--- config.mk ---
export PLATFORM = sky130hd
export DESIGN_NAME = lcs_queue
export DESIGN_NICKNAME = d
export VERILOG_FILES = /design/src/hw/rtl/leg_command_supervisor_top_assert.svh /design/src/hw/rtl/lcs_pkg.sv /design/src/hw/rtl/lcs_queue.sv
export SDC_FILE = /design/constraint.sdc
export NUM_CORES = 1
export LEC_CHECK = 0
export ABC_CLOCK_PERIOD_IN_PS = 1700
export BUFFER_PORTS_ARGS = -buffer_cell sky130_fd_sc_hd__clkbuf_2
export CAP_MARGIN = 15
export CORE_ASPECT_RATIO = 1.2
export CORE_MARGIN = 10
export CORE_UTILIZATION = 35
export CTS_BUF_LIST = sky130_fd_sc_hd__clkbuf_16
export DETAILED_ROUTE_END_ITERATION = 12
export GPL_ROUTABILITY_DRIVEN = 0
export SLEW_MARGIN = 20
export SYNTH_ARGS = -nofsm -noshare
export SYNTH_HDL_FRONTEND = slang
export SYNTH_SLANG_ARGS = --single-unit
--- constraint.sdc ---
create_clock -name i_clk -period 1.7 [get_ports i_clk]
set_clock_uncertainty 0.2 [all_clocks]
set_input_delay 0.17 -clock i_clk [delete_from_list [all_inputs] [get_ports i_clk]]
set_output_delay 0.17 -clock i_clk [all_outputs]
set_load 0.02 [all_outputs]
--- src/hw/rtl/leg_command_supervisor_top_assert.svh ---
// Assertion macros for the leg command supervisor.
// Used by leg_command_supervisor_top; expects i_clk and i_rst_n in scope.
`ifndef LEG_COMMAND_SUPERVISOR_TOP_ASSERT_SVH
`define LEG_COMMAND_SUPERVISOR_TOP_ASSERT_SVH

// The consequent must hold in the same cycle as the antecedent.
`define LCS_ASSERT_SAME(lbl, ante, cons) \
    lbl: assert property (@(posedge i_clk) disable iff (!i_rst_n) (ante) |-> (cons)) \
        else $error("leg command supervisor assertion failed");

// The consequent must hold in the cycle after the antecedent.
`define LCS_ASSERT_NEXT(lbl, ante, cons) \
    lbl: assert property (@(posedge i_clk) disable iff (!i_rst_n) (ante) |=> (cons)) \
        else $error("leg command supervisor assertion failed");

`endif

--- src/hw/rtl/lcs_pkg.sv ---
// Package of the leg command supervisor: item types, codes and the state rules.
// No dependencies; used by every module of the block.
`default_nettype none

package lcs_pkg;

    localparam int JOINT_COUNT = 12;
    localparam int JW          = 4;

    localparam logic [30:0] TRQ_BOUND_RST    = 31'd1048576;
    localparam logic [9:0]  MAX_REPEAT_RST   = 10'd20;
    localparam logic [30:0] DAMPING_GAIN_RST = 31'd327680;
    localparam logic [9:0]  REPEAT_MAX       = 10'd1023;

    typedef enum logic [3:0] {
        CMD_TICK  = 4'd0,
        CMD_CMDEL = 4'd1,
        CMD_MEAS  = 4'd2,
        CMD_HOLD  = 4'd3,
        CMD_HDFLT = 4'd4,
        CMD_DAMP  = 4'd5,
        CMD_EMERG = 4'd6,
        CMD_MODE  = 4'd7,
        CMD_DFLT  = 4'd8
    } t_cmd;

    typedef enum logic [2:0] {
        CFG_TRQ_BOUND    = 3'd0,
        CFG_MAX_REPEAT   = 3'd1,
        CFG_DAMPING_GAIN = 3'd2,
        CFG_HOLD_GAIN_P  = 3'd3,
        CFG_HOLD_GAIN_D  = 3'd4
    } t_cfg_idx;

    typedef enum logic [2:0] {
        ST_WAIT    = 3'd0,
        ST_OPERATE = 3'd1,
        ST_DAMPING = 3'd2,
        ST_HOLD    = 3'd3,
        ST_EMERG   = 3'd4
    } t_state;

    typedef enum logic [2:0] {
        JOB_REPLY,
        JOB_PASS,
        JOB_TORQUE,
        JOB_DAMP,
        JOB_HOLD
    } t_jkind;

    typedef enum logic [2:0] {
        WR_CMD,
        WR_MEAS,
        WR_HOLD,
        WR_DFLT,
        WR_COPY
    } t_wsel;

    typedef struct packed {
        logic [3:0]         command;
        logic [3:0]         joint_index;
        logic               last_element;
        logic signed [31:0] position;
        logic signed [31:0] velocity;
        logic [30:0]        gain_p;
        logic [30:0]        gain_d;
        logic signed [31:0] effort;
        logic [1:0]         req_mode;
    } t_in_item;

    typedef struct packed {
        logic               kind;
        logic [3:0]         out_joint;
        logic signed [31:0] out_position;
        logic signed [31:0] out_velocity;
        logic [30:0]        out_gain_p;
        logic [30:0]        out_gain_d;
        logic signed [31:0] out_effort;
        logic               last_joint;
        logic               success;
        logic               mode_now;
        logic [2:0]         machine_state;
    } t_out_item;

    typedef struct packed {
        logic [30:0] trq_bound;
        logic [9:0]  max_repeat;
        logic [30:0] damping_gain;
        logic [30:0] hold_gain_p;
        logic [30:0] hold_gain_d;
    } t_cfg;

    typedef struct packed {
        t_jkind kind;
        logic   ok;
        logic   mode;
        t_state st;
    } t_job;

    typedef struct packed {
        logic     en;
        t_wsel    sel;
        t_in_item d;
    } t_wr;

    typedef struct packed {
        logic   ok;
        t_state nxt;
        logic   clr;
    } t_go;

    // State transition rules of a request; clr asks to drop command_seen.
    function automatic t_go go_state(t_state cur, t_state tgt);
        t_go g;
        g.ok  = 1'b1;
        g.nxt = cur;
        g.clr = 1'b0;
        if (tgt == cur) begin
            g.ok = 1'b1;
        end else if (tgt == ST_EMERG) begin
            g.nxt = ST_EMERG;
        end else if ((cur == ST_EMERG && tgt != ST_DAMPING) ||
                     (cur == ST_WAIT && tgt == ST_DAMPING) || tgt == ST_WAIT) begin
            g.ok = 1'b0;
        end else begin
            g.nxt = tgt;
            g.clr = (tgt == ST_DAMPING) || (tgt == ST_HOLD);
        end
        return g;
    endfunction

endpackage

`default_nettype wire

--- src/hw/rtl/lcs_queue.sv ---
// Two-entry job queue between the supervisor front and the emission back end.
// Depends on lcs_pkg for the job type.
`default_nettype none

module lcs_queue (
    input  wire              i_clk,
    input  wire              i_rst_n,
    input  wire              i_push,
    input  lcs_pkg::t_job    i_data,
    input  wire              i_pop,
    output lcs_pkg::t_job    o_data,
    output logic             o_empty,
    output logic             o_full
);
    import lcs_pkg::*;

    t_job       r_mem [2];
    logic       r_wp;
    logic       r_rp;
    logic [1:0] r_cnt;

    always_ff @(posedge i_clk) begin
        if (!i_rst_n) begin
            r_wp  <= 1'b0;
            r_rp  <= 1'b0;
            r_cnt <= 2'd0;
        end else begin
            if (i_push) r_wp <= ~r_wp;
            if (i_pop)  r_rp <= ~r_rp;
            r_cnt <= r_cnt + {1'b0, i_push} - {1'b0, i_pop};
        end
    end

    always_ff @(posedge i_clk) begin
        if (i_push) r_mem[r_wp] <= i_data;
    end

    assign o_data  = r_mem[r_rp];
    assign o_empty = (r_cnt == 2'd0);
    assign o_full  = (r_cnt == 2'd2);

endmodule

`default_nettype wire

==> out/metrics.cfg, run 1 <==
[global_route]
grt_pass1_wl_microns=2230
grtUsageTotal_pct=5.98
overflow=0
grt_antenna_before_repair=0
grt_pass1_vias=499
grt_max_degree=12

[route]
top_layer=met3
detail-route-antenna-nets=0
routedWlPerCell_microns=12.4
dr_wl_met2_microns=626
vias=461
drc_errors=0
wl_microns=1370
wirelength_met1_microns=611
dr.pass1.iters=2
drtIter0Drc=3
dr_wl_met3_microns=129
vias_per_cell=4.19

[yosys]
synth_mux_area_share_pct=11.2
synth_xor_area_share_pct=3.91
syn_area_sq_um=801
netlist_top_cells_area=edfxtp_1 (60%), dfxtp_1 (13%), mux2_2 (11%)
synth-adder-area-share_pct=3.13
synth_compound_gate_area_share_pct=0.938
synth_area_per_cell_sq_um=17.4
synth-simple-area-share_pct=6.72
yosysSeqAreaShare_pct=72.5
synth_warnings=0
yosysTopAreaCell=edfxtp_1
synth_cells=46
synth-seq-cells=21
netlist.area_leader.share_pct=60.0
synth_top_family_by_area=multiplexers
synth_cell_types=12
syn_nets=60

[layout]
areaGrowthSynthToFinish_pct=39.4
fillers=207
final_nets=95
fin_area_sq_um=1120
diodes=0
multiInputGateArea_sq_um=208
drive_gt1_share_pct=42.5
seq_area_sq_um=582

[setup_path]
arrival_ns=1.20
startpoint_type=flip-flop
worst-setup-path-type=flip-flop to output pin
crit_required_ns=1.33
critPathMaxFanout=8
cp-end-kind=output pin

[cts]
htree_levels=1
cts_root_buf=clkbuf_16
cts.sinks=21
clkTransAtPathRegs_ns=0.05
cts_tree=yes
insertion_delay_ns=0.24
numCtsBuffers=3
clock_path_buffers=2

[floorplanning]
initial_core_util_pct=37.8
die_y_microns=72.4
io_pins=22
rows=18
die_w_microns=63.7
die-area_sq_um=4610
coreArea_sq_um=2120

[sta]
rsz0062_at_grt=no
hold_viol=0
worstMarginPinSlew_ns=0.404
slew_violations=0
slew-limit-headroom_pct=73.1
fin_crit_ns=1.57
setup_violations=0
min_period_over_period_pct=92.1
timing.fmax_mhz=639
tns_ns=0

[pwr]
power_density_nw_per_um2=1150
power_mw=1.28
leakage_nw=0.460
ir_drop_v=0.000613

[worst_hold_path]
hold_path_class=primary input to flip-flop

[run]
max_cap_violations=0

[placement]
placed_cell_area_sq_um=946
portBuffers=21

[status]
status=finished clean

==> metal layers <==
layer	vias to the layer above	track usage (%)
li1	235	-
met1	210	6.19
met2	16	9.84
met3	0	3.07
met4	0	2.92
met5	-	0
==> critical path, cell delays in order, from the launching register on <==
cell and delay (ns):
dfxtp_2 0.44, mux2_2 0.36, clkbuf_2 0.16
==> layout by cell type (no fill, tap or decap), drive strengths merged <==
cell type	instances
dfxtp	5
and2	4
dlygate4sd3	9
o21a	1
xor2	1
ha	2
buf	1
inv	3
xnor3	1
clkbuf	24
edfxtp	16
mux2	8
nor2	1
nor2b	4
==> registers in the layout (all words and copies together), names as in the netlist, named ones only <==
register,flops
r_mem,16
r_cnt,2
r_rp,1
r_wp,1
==> synth_stat cells <==
| library cell | instances |
|---|---|
| inv_1 | 2 |
| xor2_1 | 1 |
| mux2_2 | 8 |
| xnor3_1 | 1 |
| dfxtp_1 | 5 |
| nor2_1 | 1 |
| ha_1 | 2 |
| edfxtp_1 | 16 |
| o21a_1 | 1 |
| and2_1 | 4 |
| buf_2 | 1 |
| nor2b_1 | 4 |
==> final cells by class <==
cell class              instances  share of cell area, %
multi-input cells              22                   18.6
flip-flops and latches         21                   52.1
inverters                       2                  0.673
well taps                      30                   3.36
clock inverters                 1                  0.336
clock buffers                   3                   6.73
repair buffers                 31                   18.2
==> cells by family after synthesis <==
kind of cell | Yosys count
AOI/OAI and AO/OA | 1
xor gates and xnor gates | 2
adders and majority gates | 2
buffers and inverters | 3
DFF | 21
muxes | 8
and+or+nand+nor | 9
==> worst paths after layout <==
kind / startpoint / to / slack, ns / cells after the start
worst min register to register: r_rp$_SDFFE_PN0P_ / flip-flop / 0.38 / 2
worst max-delay path: flip-flop / o_data[2] / 0.13 / 2
worst max register to register: r_cnt[0]$_SDFF_PN0_ / r_cnt[1]$_SDFF_PN0_ / 0.26 / 6
worst min-delay path: i_push / r_wp$_SDFFE_PN0P_ / 0.08 / 3
==> timing repair <==
| item | in CTS | in global routing |
|---|---|---|
| hold buffers | 9 | 0 |
| setup endpoints to repair | 8 | 0 |
| gates resized for setup | 1 | 0 |
| setup buffers | 0 | 0 |
| hold endpoints to repair | 20 | 0 |
==> where the power goes <==
group	switching [mW]	internal [mW]	total [mW]
Clock	0.154	0.312	0.466
Combinational	0.0981	0.105	0.203
Sequential	0.0223	0.593	0.615
Total	0.275	1.01	1.28
==> metrics by stage <==
| stage | utilization, % | worst slack, ns | hold WS, ns | cells |
|---|---|---|---|---|
| after floorplan | - | 0.349 | 0.0689 | 46 |
| final | 52.7 | 0.134 | 0.0817 | 110 |
| after global placement | 44.7 | 0.250 | 0.162 | 97 |
| after detailed placement | 44.7 | 0.252 | 0.167 | 97 |
| after CTS | 52.7 | 0.112 | 0.0771 | 110 |
| after global routing | 52.7 | 0.0765 | 0.100 | 110 |
No activity file was read; power rests on OpenSTA's default activity.
==> inputs of run 2 (changes only) <==
- ABC_AREA: not set -> 1
==> out/metrics.cfg, run 2 <==
[floorplanning]
io_pins=22
die_y_microns=73.6
initial_core_util_pct=36.7
die_w_microns=64.6
rows=19
die-area_sq_um=4760
coreArea_sq_um=2280

[sta]
whs_ns=0.00609
hold_viol=0
worstMarginPinSlew_ns=0.308
slew_violations=0
tns_ns=0
rsz0062_at_grt=no
min_period_over_period_pct=92.7
slew-limit-headroom_pct=79.4
fin_crit_ns=1.58
timing.fmax_mhz=634
setup_violations=0

[worst_hold_path]
hold_start=i_push
hold_path_class=primary input to flip-flop
min_to=r_wp$_SDFFE_PN0P_
hold_path_depth=3

[pwr]
power_density_nw_per_um2=1100
ir_drop_v=0.000789
swShare_pct=21.5
pwr-share-comb_pct=15.0
power.share.sequential_pct=47.5
leakage_nw=0.522
p_int_mw=0.992
clkPwrFrac_pct=37.5
switching_power_mw=0.272

[yosys]
synth-async-reset-ratio_pct=0
netlist_top_cells_area=edfxtp_1 (57%), mux2_4 (14%), dfxtp_1 (12%)
syn_nets=72
yosys-top-cells-count=edfxtp_1 (16), nor2_1 (9), mux2_4 (8), nand2_1 (8), inv_1 (7)
synth_area_per_cell_sq_um=14.4
synth-main-ff-cell=edfxtp_1
synth-seq-cells=21
yosysMostFrequentCell=edfxtp_1
yosysSeqAreaShare_pct=69.4
synth_warnings=0
syn_area_sq_um=837
synth-edff-count=16
yosysTopAreaCell=edfxtp_1
synth_cell_types=10
synth_cells=58
netlist.area_leader.share_pct=57.4

[setup_path]
startpoint_type=flip-flop
cp-end-kind=output pin
rrSetupSlack_ns=0.22
critPathMaxFanout=8
r2r-end=r_cnt[1]$_SDFF_PN0_
reg2reg_from=r_cnt[0]$_SDFF_PN0_
crit_required_ns=1.33
worst-setup-path-type=flip-flop to output pin
arrival_ns=1.21
r2r_cells=8

[route]
routedWlPerCell_microns=10.9
wl_microns=1350
top_layer=met4
vias_per_cell=4.15
wirelength_met1_microns=529
dr_wl_met3_microns=118
drc_errors=0
drtIter0Drc=12
dr.pass1.iters=4
detail-route-antenna-nets=0
dr_wl_met2_microns=670
vias=515

[cts]
numCtsBuffers=3
htree_levels=1
cts_hold_buf=9
clock_path_buffers=2
cts_tree=yes
cts_resized=0
cts.sinks=21
clkTransAtPathRegs_ns=0.05
cts_setup_buffers=0
cts_root_buf=clkbuf_16
insertion_delay_ns=0.25

[layout]
areaGrowthSynthToFinish_pct=38.0
final_nets=108
mostFrequentLayoutCells=clkbuf_2 (21), edfxtp_1 (16), nor2_1 (9), dlygate4sd3_1 (9)
top_regs=r_mem (16), r_cnt (2)
fillers=216
largest_register_ffs=16
final_common_cell=clkbuf_2
seq_area_sq_um=581
top_register=r_mem
fin_area_sq_um=1150
diodes=0
multiInputGateArea_sq_um=219
drive_gt1_share_pct=37.6

[status]
status=finished clean

[placement]
portBuffers=21
hpwl_microns=1050
placed_cell_area_sq_um=985

[global_route]
grt_pass1_wl_microns=2420
grt_max_degree=13
overflow=0
grtUsageTotal_pct=6.56
grt_antenna_before_repair=0
grt_pass1_vias=559

[run]
max_cap_violations=0

run 2: cell types whose count changed after synthesis, moves of 4 or more:
cell and change:
and2_1 -4, inv_1 +5, mux2_2 -8, mux2_4 +8
nand2_1 +8, nor2_1 +8, nor2b_1 -4
run 2: cells by family (layout without fill, tap and decap cells):
logic type	count (synthesis)	count (layout)	share of synthesized area, %
DFF	21	21	69.4
and+or+nand+nor	18	18	8.22
muxes	8	8	14.4
buffers and inverters	8	43	4.48
adders and majority gates	2	2	2.99
AOI/OAI and AO/OA	1	1	0.597
run 2: how the worst max path moves through the flow:
stage / from / end / slack (ns) / depth (start not counted)
after floorplan: r_cnt[0]$_SDFF_PN0_ / r_cnt[1]$_SDFF_PN0_ / 0.30 / 8
after global placement: r_cnt[0]$_SDFF_PN0_ / r_cnt[1]$_SDFF_PN0_ / 0.29 / 8
after detailed placement: r_cnt[0]$_SDFF_PN0_ / r_cnt[1]$_SDFF_PN0_ / 0.22 / 8
after CTS: flip-flop / o_data[0] / 0.11 / 3
after global routing: flip-flop / o_data[6] / 0.07 / 3
final: flip-flop / o_data[0] / 0.12 / 3
run 2: worst max-delay path, cell delays in order, from the launching register on:
cell and delay, ns:
dfxtp_1 0.30, buf_4 0.19, mux2_4 0.31, clkbuf_2 0.15
run 2: layer usage:
metal / up-vias / GRT usage (%)
li1: 265 / -
met4: 0 / 4.29
met5: - / 0
met3: 4 / 3.34
met2: 17 / 11.0
met1: 229 / 6.24
run 2: area by class of cell:
type / instances / share of cell area (%)
clock inverters: 1 / 0.433
repair buffers: 32 / 18.2
inverters: 7 / 2.28
well taps: 31 / 3.36
flip-flops and latches: 21 / 50.3
multi-input cells: 29 / 19.0
clock buffers: 3 / 6.50
run 2: power by group through the flow:
stage / Clock [mW] / Sequential [mW] / Combinational (mW)
final: 0.474 / 0.601 / 0.190
after global routing: 0.510 / 0.604 / 0.217
after CTS: 0.487 / 0.601 / 0.195
after detailed placement: 0 / 0.612 / 0.179
after global placement: 0 / 0.610 / 0.173
after floorplan: 0 / 0.609 / 0.121
run 2: through the flow:
stage / util (%) / power (mW) / cells / setup slack (ns)
global placement: 43.1 / 0.782 / 111 / 0.292
finish: 50.6 / 1.26 / 124 / 0.124
CTS: 50.6 / 1.28 / 124 / 0.106
detailed placement: 43.1 / 0.790 / 111 / 0.222
floorplan: - / 0.730 / 58 / 0.303
global route: 50.6 / 1.33 / 124 / 0.0745
