===== src/hw/rtl/leg_command_supervisor_top_assert.svh =====
// Assertion macros for the leg command supervisor.
// Used by leg_command_supervisor_top; expects i_clk and i_rst_n in scope.
`ifndef LEG_COMMAND_SUPERVISOR_TOP_ASSERT_SVH
`define LEG_COMMAND_SUPERVISOR_TOP_ASSERT_SVH

// The consequent must hold in the same cycle as the antecedent.
`define LCS_ASSERT_SAME(lbl, ante, cons) \
    lbl: assert property (@(posedge i_clk) disable iff (!i_rst_n) (ante) |-> (cons)) \
        else $error("leg command supervisor assertion failed");

// The consequent must hold in the cycle after the antecedent.
`define LCS_ASSERT_NEXT(lbl, ante, cons) \
    lbl: assert property (@(posedge i_clk) disable iff (!i_rst_n) (ante) |=> (cons)) \
        else $error("leg command supervisor assertion failed");

`endif


===== src/hw/rtl/lcs_pkg.sv =====
// Package of the leg command supervisor: item types, codes and the state rules.
// No dependencies; used by every module of the block.
`default_nettype none

package lcs_pkg;

    localparam int JOINT_COUNT = 12;
    localparam int JW          = 4;

    localparam logic [30:0] TRQ_BOUND_RST    = 31'd1048576;
    localparam logic [9:0]  MAX_REPEAT_RST   = 10'd20;
    localparam logic [30:0] DAMPING_GAIN_RST = 31'd327680;
    localparam logic [9:0]  REPEAT_MAX       = 10'd1023;

    typedef enum logic [3:0] {
        CMD_TICK  = 4'd0,
        CMD_CMDEL = 4'd1,
        CMD_MEAS  = 4'd2,
        CMD_HOLD  = 4'd3,
        CMD_HDFLT = 4'd4,
        CMD_DAMP  = 4'd5,
        CMD_EMERG = 4'd6,
        CMD_MODE  = 4'd7,
        CMD_DFLT  = 4'd8
    } t_cmd;

    typedef enum logic [2:0] {
        CFG_TRQ_BOUND    = 3'd0,
        CFG_MAX_REPEAT   = 3'd1,
        CFG_DAMPING_GAIN = 3'd2,
        CFG_HOLD_GAIN_P  = 3'd3,
        CFG_HOLD_GAIN_D  = 3'd4
    } t_cfg_idx;

    typedef enum logic [2:0] {
        ST_WAIT    = 3'd0,
        ST_OPERATE = 3'd1,
        ST_DAMPING = 3'd2,
        ST_HOLD    = 3'd3,
        ST_EMERG   = 3'd4
    } t_state;

    typedef enum logic [2:0] {
        JOB_REPLY,
        JOB_PASS,
        JOB_TORQUE,
        JOB_DAMP,
        JOB_HOLD
    } t_jkind;

    typedef enum logic [2:0] {
        WR_CMD,
        WR_MEAS,
        WR_HOLD,
        WR_DFLT,
        WR_COPY
    } t_wsel;

    typedef struct packed {
        logic [3:0]         command;
        logic [3:0]         joint_index;
        logic               last_element;
        logic signed [31:0] position;
        logic signed [31:0] velocity;
        logic [30:0]        gain_p;
        logic [30:0]        gain_d;
        logic signed [31:0] effort;
        logic [1:0]         req_mode;
    } t_in_item;

    typedef struct packed {
        logic               kind;
        logic [3:0]         out_joint;
        logic signed [31:0] out_position;
        logic signed [31:0] out_velocity;
        logic [30:0]        out_gain_p;
        logic [30:0]        out_gain_d;
        logic signed [31:0] out_effort;
        logic               last_joint;
        logic               success;
        logic               mode_now;
        logic [2:0]         machine_state;
    } t_out_item;

    typedef struct packed {
        logic [30:0] trq_bound;
        logic [9:0]  max_repeat;
        logic [30:0] damping_gain;
        logic [30:0] hold_gain_p;
        logic [30:0] hold_gain_d;
    } t_cfg;

    typedef struct packed {
        t_jkind kind;
        logic   ok;
        logic   mode;
        t_state st;
    } t_job;

    typedef struct packed {
        logic     en;
        t_wsel    sel;
        t_in_item d;
    } t_wr;

    typedef struct packed {
        logic   ok;
        t_state nxt;
        logic   clr;
    } t_go;

    // State transition rules of a request; clr asks to drop command_seen.
    function automatic t_go go_state(t_state cur, t_state tgt);
        t_go g;
        g.ok  = 1'b1;
        g.nxt = cur;
        g.clr = 1'b0;
        if (tgt == cur) begin
            g.ok = 1'b1;
        end else if (tgt == ST_EMERG) begin
            g.nxt = ST_EMERG;
        end else if ((cur == ST_EMERG && tgt != ST_DAMPING) ||
                     (cur == ST_WAIT && tgt == ST_DAMPING) || tgt == ST_WAIT) begin
            g.ok = 1'b0;
        end else begin
            g.nxt = tgt;
            g.clr = (tgt == ST_DAMPING) || (tgt == ST_HOLD);
        end
        return g;
    endfunction

endpackage

`default_nettype wire


===== src/hw/rtl/lcs_front.sv =====
// Front end: accepts input beats, runs watchdog and state rules, writes the joint
// stores and queues emission jobs. Depends on lcs_pkg.
`default_nettype none

module lcs_front (
    input  wire              i_clk,
    input  wire              i_rst_n,
    input  wire              i_in_valid,
    output logic             o_in_ready,
    input  lcs_pkg::t_in_item i_in_data,
    input  wire [9:0]        i_max_repeat,
    input  wire              i_q_full,
    input  wire              i_q_empty,
    input  wire              i_back_busy,
    output logic             o_push,
    output lcs_pkg::t_job    o_job,
    output lcs_pkg::t_wr     o_wr
);
    import lcs_pkg::*;

    t_state     r_state, n_state;
    logic       r_mode, n_mode;
    logic [9:0] r_rc, n_rc;
    logic       r_cs, n_cs;
    logic       r_ms, n_ms;
    logic       is_write;
    logic       acc;
    logic       idx_ok;

    always_ff @(posedge i_clk) begin
        if (!i_rst_n) begin
            r_state <= ST_WAIT;
            r_mode  <= 1'b0;
            r_rc    <= 10'd0;
            r_cs    <= 1'b0;
            r_ms    <= 1'b0;
        end else begin
            r_state <= n_state;
            r_mode  <= n_mode;
            r_rc    <= n_rc;
            r_cs    <= n_cs;
            r_ms    <= n_ms;
        end
    end

    // Store writes wait until no queued or running job can still read the stores.
    always_comb begin
        is_write = (i_in_data.command == CMD_CMDEL) || (i_in_data.command == CMD_MEAS) ||
                   (i_in_data.command == CMD_HOLD) || (i_in_data.command == CMD_HDFLT) ||
                   (i_in_data.command == CMD_DFLT);
        o_in_ready = !i_q_full && (!is_write || (i_q_empty && !i_back_busy));
        acc = i_in_valid && o_in_ready;
        idx_ok = (i_in_data.joint_index < JW'(JOINT_COUNT));
    end

    always_comb begin
        t_go g;
        g = '0;
        n_state = r_state;
        n_mode  = r_mode;
        n_rc    = r_rc;
        n_cs    = r_cs;
        n_ms    = r_ms;
        o_push  = 1'b0;
        o_job.kind = JOB_REPLY;
        o_job.ok   = 1'b0;
        o_wr.en  = 1'b0;
        o_wr.sel = WR_CMD;
        o_wr.d   = i_in_data;
        if (acc) begin
            unique case (i_in_data.command)
                CMD_TICK: begin
                    if (r_state == ST_OPERATE) begin
                        if (r_rc >= i_max_repeat) begin
                            g = go_state(r_state, ST_DAMPING);
                            n_state = g.nxt;
                            n_cs = 1'b0;
                        end else begin
                            o_push = 1'b1;
                            o_job.kind = r_mode ? JOB_TORQUE : JOB_PASS;
                            if (r_rc != REPEAT_MAX) n_rc = r_rc + 10'd1;
                        end
                    end else if (r_state != ST_EMERG && r_cs && r_ms) begin
                        n_state = ST_OPERATE;
                    end else if (r_state == ST_HOLD) begin
                        o_push = 1'b1;
                        o_job.kind = JOB_HOLD;
                    end else if (r_state != ST_WAIT) begin
                        o_push = 1'b1;
                        o_job.kind = JOB_DAMP;
                    end
                end
                CMD_CMDEL: begin
                    o_wr.en  = idx_ok;
                    o_wr.sel = WR_CMD;
                    if (i_in_data.last_element) begin
                        n_cs = 1'b1;
                        n_rc = 10'd0;
                    end
                end
                CMD_MEAS: begin
                    o_wr.en  = idx_ok;
                    o_wr.sel = WR_MEAS;
                    if (i_in_data.last_element) n_ms = 1'b1;
                end
                CMD_HOLD, CMD_HDFLT: begin
                    o_wr.en  = (i_in_data.command == CMD_HDFLT) || idx_ok;
                    o_wr.sel = (i_in_data.command == CMD_HDFLT) ? WR_COPY : WR_HOLD;
                    if (i_in_data.command == CMD_HDFLT || i_in_data.last_element) begin
                        g = go_state(r_state, ST_HOLD);
                        n_state = g.nxt;
                        if (g.clr) n_cs = 1'b0;
                        o_push = 1'b1;
                        o_job.ok = g.ok;
                    end
                end
                CMD_DAMP, CMD_EMERG: begin
                    g = go_state(r_state,
                                 (i_in_data.command == CMD_DAMP) ? ST_DAMPING : ST_EMERG);
                    n_state = g.nxt;
                    if (g.clr) n_cs = 1'b0;
                    o_push = 1'b1;
                    o_job.ok = g.ok;
                end
                CMD_MODE: begin
                    o_push = 1'b1;
                    if (!i_in_data.req_mode[1]) begin
                        n_mode = i_in_data.req_mode[0];
                        o_job.ok = 1'b1;
                        if (r_state == ST_OPERATE || r_state == ST_EMERG) begin
                            g = go_state(r_state, ST_DAMPING);
                            n_state = g.nxt;
                            if (g.clr) n_cs = 1'b0;
                            o_job.ok = g.ok;
                        end
                    end
                end
                CMD_DFLT: begin
                    o_wr.en  = idx_ok;
                    o_wr.sel = WR_DFLT;
                end
                default: begin
                    o_push = 1'b0;
                end
            endcase
        end
        // Joint items and replies both report mode and state after the beat.
        o_job.mode = n_mode;
        o_job.st   = n_state;
    end

endmodule

`default_nettype wire


===== config.mk =====
export PLATFORM = sky130hd
export DESIGN_NAME = lcs_front
export DESIGN_NICKNAME = d
export VERILOG_FILES = /design/src/hw/rtl/leg_command_supervisor_top_assert.svh /design/src/hw/rtl/lcs_pkg.sv /design/src/hw/rtl/lcs_front.sv
export SDC_FILE = /design/constraint.sdc
export NUM_CORES = 1
export LEC_CHECK = 0
export ABC_AREA = 1
export BUFFER_PORTS_ARGS = -buffer_cell sky130_fd_sc_hd__buf_4
export CAP_MARGIN = 20
export CORE_AREA = 2 2 144 146
export CTS_CLUSTER_SIZE = 40
export DETAILED_ROUTE_END_ITERATION = 8
export DIE_AREA = 0 0 146 148
export PLACE_DENSITY = 0.44
export SYNTH_ARGS = -nofsm -noshare
export SYNTH_HDL_FRONTEND = slang
export SYNTH_SLANG_ARGS = --single-unit

===== constraint.sdc =====
create_clock -name i_clk -period 2.57 [get_ports i_clk]
set_input_delay 0.771 -clock i_clk [delete_from_list [all_inputs] [get_ports i_clk]]
set_output_delay 0.771 -clock i_clk [all_outputs]
set_load 0.005 [all_outputs]

==> flow_summary.toml, run 1 <==
[sta]
finalHoldViolCount = 0
fin_tns_setup_ns = -1.71
min_period_over_period_pct = 109
finalMaxSlewViolations = 0
fmax_mhz = 357
finClkSkew_ns = 0.00176
finalSetupViolations = 13
timing.hold.ws_ns = 0.468
period_minus_slack_ns = 2.80
rsz0062_at_grt = "yes"
fin_ws_ns = -0.231
maxSlewHeadroom_pct = 66.5
tightest_slew_ns = 0.502

[drt]
drtIter0Drc = 78
wl_met2_um = 5770
routed-wl-met3_um = 1650
via_per_inst = 3.60
first_pass_iters = 4
top_layer_used = "met4"
routed_wl_um = 11700
ant_nets = 0
wl_per_cell_um = 17.0
drc = 0
wl_met1_um = 3590
vias = 2480

[finish]
diodes = 0
n_fill_cell = 2320
final_util_pct = 18.4
fin_cells = 689
seq_area_um2 = 320
final_nets = 616
drive_above_1_share_pct = 52.5
syn2layout_area_growth_pct = 22.1
final_cell_area_um2 = 3680
multi_input_area_um2 = 1560

[logic_synthesis]
synth_area_per_cell_um2 = 6.51
synth_area_um2 = 3010
async_flop_share_pct = 0
yosys-top-cells-count = "170 x buf_4, 69 x nand2_1, 53 x inv_1"
synth_most_common_cell = "buf_4"
ys.flop_type = "dfxtp_1"
synth_top_area_share_pct = 42.4
synth_cell_type_count = 33
syn_nets = 659
synth_seq_cells = 16
yosys_warnings = 0
ys_seq_area_share_pct = 10.6
synthCells = 463
synth.area.top_cells = "buf_4 42%, dfxtp_1 11%, nand2_1 8.6%"
synth_edf_count = 0
yosysTopAreaCell = "buf_4"

[clock_network]
cts.sinks = 16
clockRootBuffer = "clkbuf_16"
cts_tree = "done"
cts_made_buffers = 3
clockBufferDepth = 2
clkTransAtPathRegs_ns = 0.06
htree_num_levels = 1
clock_latency_ns = 0.25

[floorplanning]
rows = 52
num_io_pins = 368
die_w_um = 146
initial_utilization_pct = 15.0
die_y_um = 148
dieArea_um2 = 21600
core_um2 = 20000

[setup_path]
crit_chain = "buf_12, nor2_4, nand3_4, nand3_1, nand4_1, buf_6, inv_4, nand3_1, o21ai_2, inv_1, buf_6"
slowest_delay_ns = 0.21
crit_type = "in -> out"
cp.required_ns = 1.80
r2r_setup_slack_ns = 0.58
crit_slowest_cell = "nor2_4"
endpoint_kind = "primary output"
crit_family = "simple AND/OR/NAND/NOR gates"
startpoint_type = "input port"
worstPathMaxFanout = 4
critPathBufInv = 5
arrival_ns = 2.03

[grt]
grt_overflow = 0
grt_pass1_vias = 2605
grt_usage_pct = 10.3
grt_pass1_wl_um = 16600
grt_antenna_before_repair = 0
grt_max_degree = 14

[min_path]
hold_path_class = "reg -> reg"

[power_and_ir_drop]
leakagePower_nw = 1.66
power_density_nw_per_um2 = 252
peakVddDrop_v = 0.000209

[flow_run]
max_cap_viol_count = 0

[outcome]
status = "finished, violations left"
violations = "negative setup slack"

[place]
placed_cells = 652
gp_congestion = 0.796
io_buffers = 47
placed_area_um2 = 2750
hpwl_um = 9630
==> final timing paths <==
check	end	cells past startpoint	from
max	o_job[0]	11	i_in_data[168]
min	r_ms$_SDFFE_PN0P_	2	r_ms$_SDFFE_PN0P_
max reg2reg	r_rc[0]$_SDFFE_PN0P_	12	r_rc[5]$_SDFFE_PN0P_
min reg2reg	r_ms$_SDFFE_PN0P_	2	r_ms$_SDFFE_PN0P_
==> metrics by stage <==
| stage | worst slack [ns] | total power, mW |
|---|---|---|
| after floorplan | 0.000546 | 0.564 |
| after global placement | -0.532 | 0.485 |
| after detailed placement | -0.498 | 0.483 |
| after CTS | -0.230 | 0.907 |
| after global routing | -0.328 | 0.976 |
| final | -0.231 | 0.928 |
==> final cells by class <==
cell class,instances,share of cell area [%]
Sequential cell,16,8.71
Timing Repair Buffer,128,30.7
Multi-Input combinational cell,216,42.3
Clock buffer,4,2.41
Inverter,55,6.70
Tap cell,270,9.18
==> state kept, by name, summed over array words and instances (netlist names) <==
signal / count
r_mode: 1
r_state: 3
r_cs: 1
r_ms: 1
r_rc: 10
==> cell families (layout without fill, tap and decap cells) <==
| group | Yosys count | count (layout) | synth area share, % |
|---|---|---|---|
| AND/OR/NAND/NOR | 159 | 159 | 25.0 |
| flip-flops | 16 | 16 | 10.6 |
| XOR/XNOR | 4 | 4 | 1.16 |
| adder cells (fa/ha/maj) | 11 | 11 | 4.57 |
| buffers and inverters | 231 | 187 | 50.9 |
| AO/OA/AOI/OAI | 42 | 42 | 7.77 |
==> routing by layer <==
layer	global-route usage, %	vias up
li1	-	1193
met5	0.682	-
met4	6.55	0
met1	8.87	1075
met2	18.4	151
met3	5.74	61
==> power breakdown <==
group          internal (mW)  switching [mW]  total, mW
logic                  0.167           0.154      0.321
clock network          0.237           0.115      0.352
registers              0.251         0.00354      0.255
total                  0.655           0.272      0.928
==> worst reg2reg max path, delay by kind of cell (launching register included) <==
kind            cells  cell delay [ns]
fa+ha+maj           1             0.25
compound gates      1             0.20
buf+inv             2             0.15
flops               1             0.44
simple gates        8             0.84
==> cell usage in the layout, fill, tap and decap left out, types with 3 or more instances in the layout <==
cell type	synthesis	layout
o21ai_2	1	5
inv_4	0	9
buf_6	3	31
clkbuf_16	0	3
nand3_1	26	20
nor2_1	27	20
a31oi_1	3	3
nand3_2	2	4
buf_4	170	92
nand3_4	1	5
a21oi_2	0	3
inv_2	2	8
nand2_4	0	7
nor2_4	3	9
nor2_2	5	6
o21ai_0	13	6
nand2_2	5	12
ha_4	0	10
nor3_1	4	3
dfxtp_1	16	16
nand2_1	69	55
nand4_1	12	12
a21oi_1	20	16
inv_1	53	36
o21ai_1	2	3
buf_12	0	3
==> repair_timing <==
item	in CTS	in global routing
pin swaps	39	21
setup buffers	23	16
endpoints found under the setup margin	14	14
resized for setup	106	47
hold buffers	0	0
(Power assumes the default switching activity.)
==> inputs of run 2 (changes only) <==
--- a/config.mk
+++ b/config.mk
@@ -7,12 +7,11 @@
 export LEC_CHECK = 0
 export ABC_AREA = 1
 export BUFFER_PORTS_ARGS = -buffer_cell sky130_fd_sc_hd__buf_4
-export CAP_MARGIN = 20
 export CORE_AREA = 2 2 144 146
 export CTS_CLUSTER_SIZE = 40
 export DETAILED_ROUTE_END_ITERATION = 8
 export DIE_AREA = 0 0 146 148
-export PLACE_DENSITY = 0.44
+export PLACE_DENSITY = 0.43
 export SYNTH_ARGS = -nofsm -noshare
 export SYNTH_HDL_FRONTEND = slang
 export SYNTH_SLANG_ARGS = --single-unit
==> flow_summary.toml, run 2 (synthesized netlist as in run 1, its figures left out) <==
[grt]
grt_pass1_vias = 2483
grt_usage_pct = 9.49
grt_antenna_before_repair = 0
grt_pass1_wl_um = 15500
grt_overflow = 0
grt_max_degree = 14

[clock_network]
clockBufferDepth = 2
cts.sinks = 16
cts_made_buffers = 3
htree_num_levels = 1
clock_latency_ns = 0.25
clockRootBuffer = "clkbuf_16"
cts_tree = "done"
clkTransAtPathRegs_ns = 0.05

[min_path]
min_to = "r_ms$_SDFFE_PN0P_"
hold_path_class = "reg -> reg"
hold_depth = 2
hold_start = "r_ms$_SDFFE_PN0P_"

[finish]
final_nets = 609
drive_above_1_share_pct = 54.6
seq_area_um2 = 320
largest_reg_flops = 10
diodes = 0
final_common_cell = "buf_4"
n_fill_cell = 2319
syn2layout_area_growth_pct = 20.6
layout_common_cells = "92 x buf_4, 48 x nand2_1, 34 x inv_1, 25 x buf_6, 20 x nor2_1"
largest_registers = "r_rc x10, r_state x3"
multi_input_area_um2 = 1600
largest-register = "r_rc"
final_util_pct = 18.1

[drt]
first_pass_iters = 4
routed-wl-met3_um = 1370
routed_wl_um = 10900
wl_met1_um = 3530
via_per_inst = 3.61
drc = 0
ant_nets = 0
top_layer_used = "met4"
wl_per_cell_um = 15.9
drtIter0Drc = 74
wl_met2_um = 5150
vias = 2461

[sta]
fin_tns_setup_ns = -1.71
tightest_slew_ns = 0.506
period_minus_slack_ns = 2.83
timing.hold.ws_ns = 0.452
fin_ws_ns = -0.256
finalMaxSlewViolations = 0
min_period_over_period_pct = 110
finalHoldViolCount = 0
maxSlewHeadroom_pct = 66.2
rsz0062_at_grt = "yes"
finClkSkew_ns = 0.00225
finalSetupViolations = 13
fmax_mhz = 354

[power_and_ir_drop]
switching_share_pct = 28.8
power.share.clock_pct = 37.7
intPower_mw = 0.650
power_density_nw_per_um2 = 251
peakVddDrop_v = 0.000175
leakagePower_nw = 1.64
switchingPower_mw = 0.263
comb_power_share_pct = 34.5
p_total_mw = 0.913
seqPwrFrac_pct = 27.9

[setup_path]
slowest_delay_ns = 0.27
arrival_ns = 2.06
reg2regPathDepth = 12
r2r-start = "r_rc[0]$_SDFFE_PN0P_"
crit_slowest_cell = "ha_4"
cp.required_ns = 1.80
reg2reg_to = "r_rc[1]$_SDFFE_PN0P_"
startpoint_type = "input port"
crit_chain = "buf_6, inv_2, ha_4, nand2_4, nor2_4, nand3_2, nand3_4, nand2_4, nand2_2, nand3_2, o21ai_2, inv_2, buf_6"
worstPathMaxFanout = 3
critPathBufInv = 4
crit_family = "simple AND/OR/NAND/NOR gates"
crit_type = "in -> out"
r2r_setup_slack_ns = 0.74
endpoint_kind = "primary output"

[floorplanning]
num_io_pins = 368
dieArea_um2 = 21600
core_um2 = 20000
rows = 52
initial_utilization_pct = 15.0
die_y_um = 148
die_w_um = 146

[place]
io_buffers = 47
dpl_worst_slack_ns = -0.545
gp_congestion = 0.798
hpwl_um = 8850

[flow_run]
max_cap_viol_count = 0

[outcome]
violations = "negative setup slack"
status = "finished, violations left"
[run 2: cell types whose count changed in the layout (fill, tap and decap cells not counted), sizes merged]
cell and delta:
buf -7, clkinv +1, inv -1
[run 2: layout make-up]
class | count | share of cell area [%]
well taps | 270 | 9.29
flip-flops and latches | 16 | 8.81
repair buffers | 121 | 28.8
multi-input cells | 216 | 43.9
clock buffers | 4 | 2.44
inverters | 55 | 6.71
[run 2: power groups by stage]
stage | Combinational (mW) | Sequential [mW] | Clock (mW)
2_1_floorplan | 0.305 | 0.259 | 0
3_3_place_gp | 0.220 | 0.260 | 0
3_5_place_dp | 0.218 | 0.259 | 0
4_1_cts | 0.270 | 0.254 | 0.356
5_1_grt | 0.343 | 0.254 | 0.368
6_report | 0.315 | 0.254 | 0.344
[run 2: stage by stage]
stage,instance area [um2],instances
4_1_cts,3340,674
3_5_place_dp,2780,657
2_1_floorplan,3020,463
6_report,3630,682
5_1_grt,3630,682
3_3_place_gp,2780,657
[run 2: layer usage]
metal	global-route usage, %	vias to the layer above
met5	0.455	-
met4	7.43	0
met3	4.41	64
met2	15.8	129
met1	9.14	1072
li1	-	1196
[run 2: worst max-delay path by stage]
stage | startpoint | endpoint | cells past startpoint
2_1_floorplan | i_max_repeat[9] | o_job[0] | 11
5_1_grt | i_max_repeat[7] | o_job[0] | 13
6_report | i_max_repeat[7] | o_job[0] | 13
3_3_place_gp | i_in_data[167] | o_job[7] | 11
4_1_cts | i_max_repeat[9] | o_job[6] | 11
3_5_place_dp | i_max_repeat[9] | o_job[0] | 13
[run 2: what timing repair did]
item	4_1_cts	5_1_grt
setup buffers	14	10
setup endpoints to repair	14	14
gates resized for setup	92	66
pin swaps	34	23
hold buffers	0	0
[run 2: worst reg2reg max path, stage by stage (launching register included)]
cell,delay [ns]
dfxtp_1,0.36
inv_1,0.11
ha_4,0.22
nand2_2,0.04
nand3b_1,0.11
nand3_2,0.13
buf_4,0.11
nand4_1,0.10
nand2_1,0.12
buf_4,0.18
nand4_1,0.10
nand2_1,0.09
nor2_2,0.03
==> inputs of run 3 (changes only) <==
--- a/config.mk
+++ b/config.mk
@@ -6,12 +6,12 @@
 export NUM_CORES = 1
 export LEC_CHECK = 0
 export ABC_AREA = 1
-export BUFFER_PORTS_ARGS = -buffer_cell sky130_fd_sc_hd__buf_4
-export CORE_AREA = 2 2 144 146
+export BUFFER_PORTS_ARGS = -buffer_cell sky130_fd_sc_hd__buf_2
+export CORE_AREA = 2 2 142 144
 export CTS_CLUSTER_SIZE = 40
 export DETAILED_ROUTE_END_ITERATION = 8
-export DIE_AREA = 0 0 146 148
-export PLACE_DENSITY = 0.43
+export DIE_AREA = 0 0 144 146
+export PLACE_DENSITY = 0.42
 export SYNTH_ARGS = -nofsm -noshare
 export SYNTH_HDL_FRONTEND = slang
 export SYNTH_SLANG_ARGS = --single-unit
==> constraint.sdc (replaced) <==
create_clock -name i_clk -period 3.4 [get_ports i_clk]
set_input_delay 1.02 -clock i_clk [delete_from_list [all_inputs] [get_ports i_clk]]
set_output_delay 1.02 -clock i_clk [all_outputs]
set_load 0.005 [all_outputs]
==> flow_summary.toml, run 3 (synthesized netlist as in run 1, its figures left out) <==
[drt]
via_per_inst = 3.53
vias = 2258
drc = 0
wl_per_cell_um = 16.2
ant_nets = 0
first_pass_iters = 4
routed_wl_um = 10400
drtIter0Drc = 51

[clock_network]
htree_num_levels = 1
clockRootBuffer = "clkbuf_16"
cts_made_buffers = 3
cts.sinks = 16
clockBufferDepth = 2
cts_tree = "done"
clkTransAtPathRegs_ns = 0.05
clock_latency_ns = 0.25
hold_buffers = 0

[grt]
grt_usage_pct = 9.37
grt_max_degree = 14
grt_pass1_vias = 2249
grt_pass1_wl_um = 14300
grt_overflow = 0
grt_antenna_before_repair = 0

[finish]
drive_above_1_share_pct = 43.6
final_common_cell = "nand2_1"
n_fill_cell = 2252
diodes = 0
syn2layout_area_growth_pct = -1.20
final_nets = 571
largest-register = "r_rc"
final_util_pct = 15.4
largest_registers = "r_rc x10, r_state x3"
layout_common_cells = "57 x nand2_1, 41 x inv_1, 41 x buf_2, 33 x buf_4, 21 x nor2_1"
largest_reg_flops = 10

[setup_path]
cp-startpoint = "i_in_data[167]"
r2r-start = "r_rc[0]$_SDFFE_PN0P_"
crit_type = "in -> out"
cp.required_ns = 2.38
startpoint_type = "input port"
worstPathMaxFanout = 4
arrival_ns = 2.31
endpoint_kind = "primary output"
reg2regPathDepth = 11

[power_and_ir_drop]
leakagePower_nw = 1.38
power_density_nw_per_um2 = 211
switching_share_pct = 28.8
p_total_mw = 0.628
peakVddDrop_v = 0.000124
intPower_mw = 0.447
switchingPower_mw = 0.181
seqPwrFrac_pct = 30.7
comb_power_share_pct = 27.9
power.share.clock_pct = 41.4

[sta]
fin_tns_setup_ns = 0
finalMaxSlewViolations = 0
period_minus_slack_ns = 3.33
tightest_slew_ns = 0.499
finClkSkew_ns = 0.00242
finalHoldViolCount = 0
timing.hold.ws_ns = 0.458
maxSlewHeadroom_pct = 66.7
fmax_mhz = 300
min_period_over_period_pct = 98.0
finalSetupViolations = 0
rsz0062_at_grt = "yes"

[min_path]
hold_depth = 2
hold_path_class = "reg -> reg"
hold_start = "r_ms$_SDFFE_PN0P_"

[floorplanning]
core_um2 = 19300
die_y_um = 146
die_w_um = 144
initial_utilization_pct = 15.6
num_io_pins = 368
rows = 51
dieArea_um2 = 21000

[flow_run]
max_cap_viol_count = 0

[place]
io_buffers = 47
gp_congestion = 0.794
hpwl_um = 8960

[outcome]
status = "completed"
[run 3: stage by stage]
step	setup WS [ns]	area, um2	instances
floorplan	0.279	3010	463
global placement	-0.258	2490	631
detailed placement	-0.240	2490	631
CTS	0.00553	2690	634
global route	-0.0376	2980	639
finish	0.0676	2980	639
[run 3: final cells by class]
class / count / area, um2 / area share [%]
inverters: 55 / 211 / 7.10
clock buffers: 4 / 88.8 / 2.98
well taps: 265 / 332 / 11.1
multi-input cells: 216 / 1470 / 49.5
flip-flops and latches: 16 / 320 / 10.8
repair buffers: 83 / 551 / 18.5
[run 3: timing repair]
item | in CTS | in global routing
buffers inserted | 0 | 5
setup endpoints to repair | 6 | 9
pin swaps | 14 | 32
resized for setup | 25 | 63
endpoints found under the hold margin | 0 | 0
[run 3: final timing paths]
path / endpoint / slack [ns]
worst max-delay path: o_job[0] / 0.07
worst min-delay path: r_ms$_SDFFE_PN0P_ / 0.46
worst min register to register: r_ms$_SDFFE_PN0P_ / 0.46
worst max register to register: r_rc[0]$_SDFFE_PN0P_ / 1.44
[run 3: metal layers]
layer	GRT usage, %	vias to the layer above	wire length, um	part of all wire [%]
met5	0	-	0	0
met4	6.72	0	731	7.0
met3	4.64	68	1460	14
met2	16.1	116	5000	48
met1	8.42	962	3190	31
li1	-	1112	-	-
[run 3: worst max-delay path, stage by stage]
cell     delay (ns)
buf_6          0.10
inv_2          0.05
nor2_4         0.17
nand2_4        0.09
nand3_4        0.09
nand2_2        0.05
nand4_1        0.19
inv_2          0.10
buf_6          0.13
o21ai_4        0.16
inv_1          0.05
buf_2          0.12
[run 3: power groups by stage]
stage	Clock [mW]	Combinational (mW)	Sequential [mW]
5_1_grt	0.272	0.198	0.193
3_5_place_dp	0	0.143	0.196
2_1_floorplan	0	0.230	0.196
3_3_place_gp	0	0.144	0.196
4_1_cts	0.266	0.152	0.192
6_report	0.260	0.175	0.193
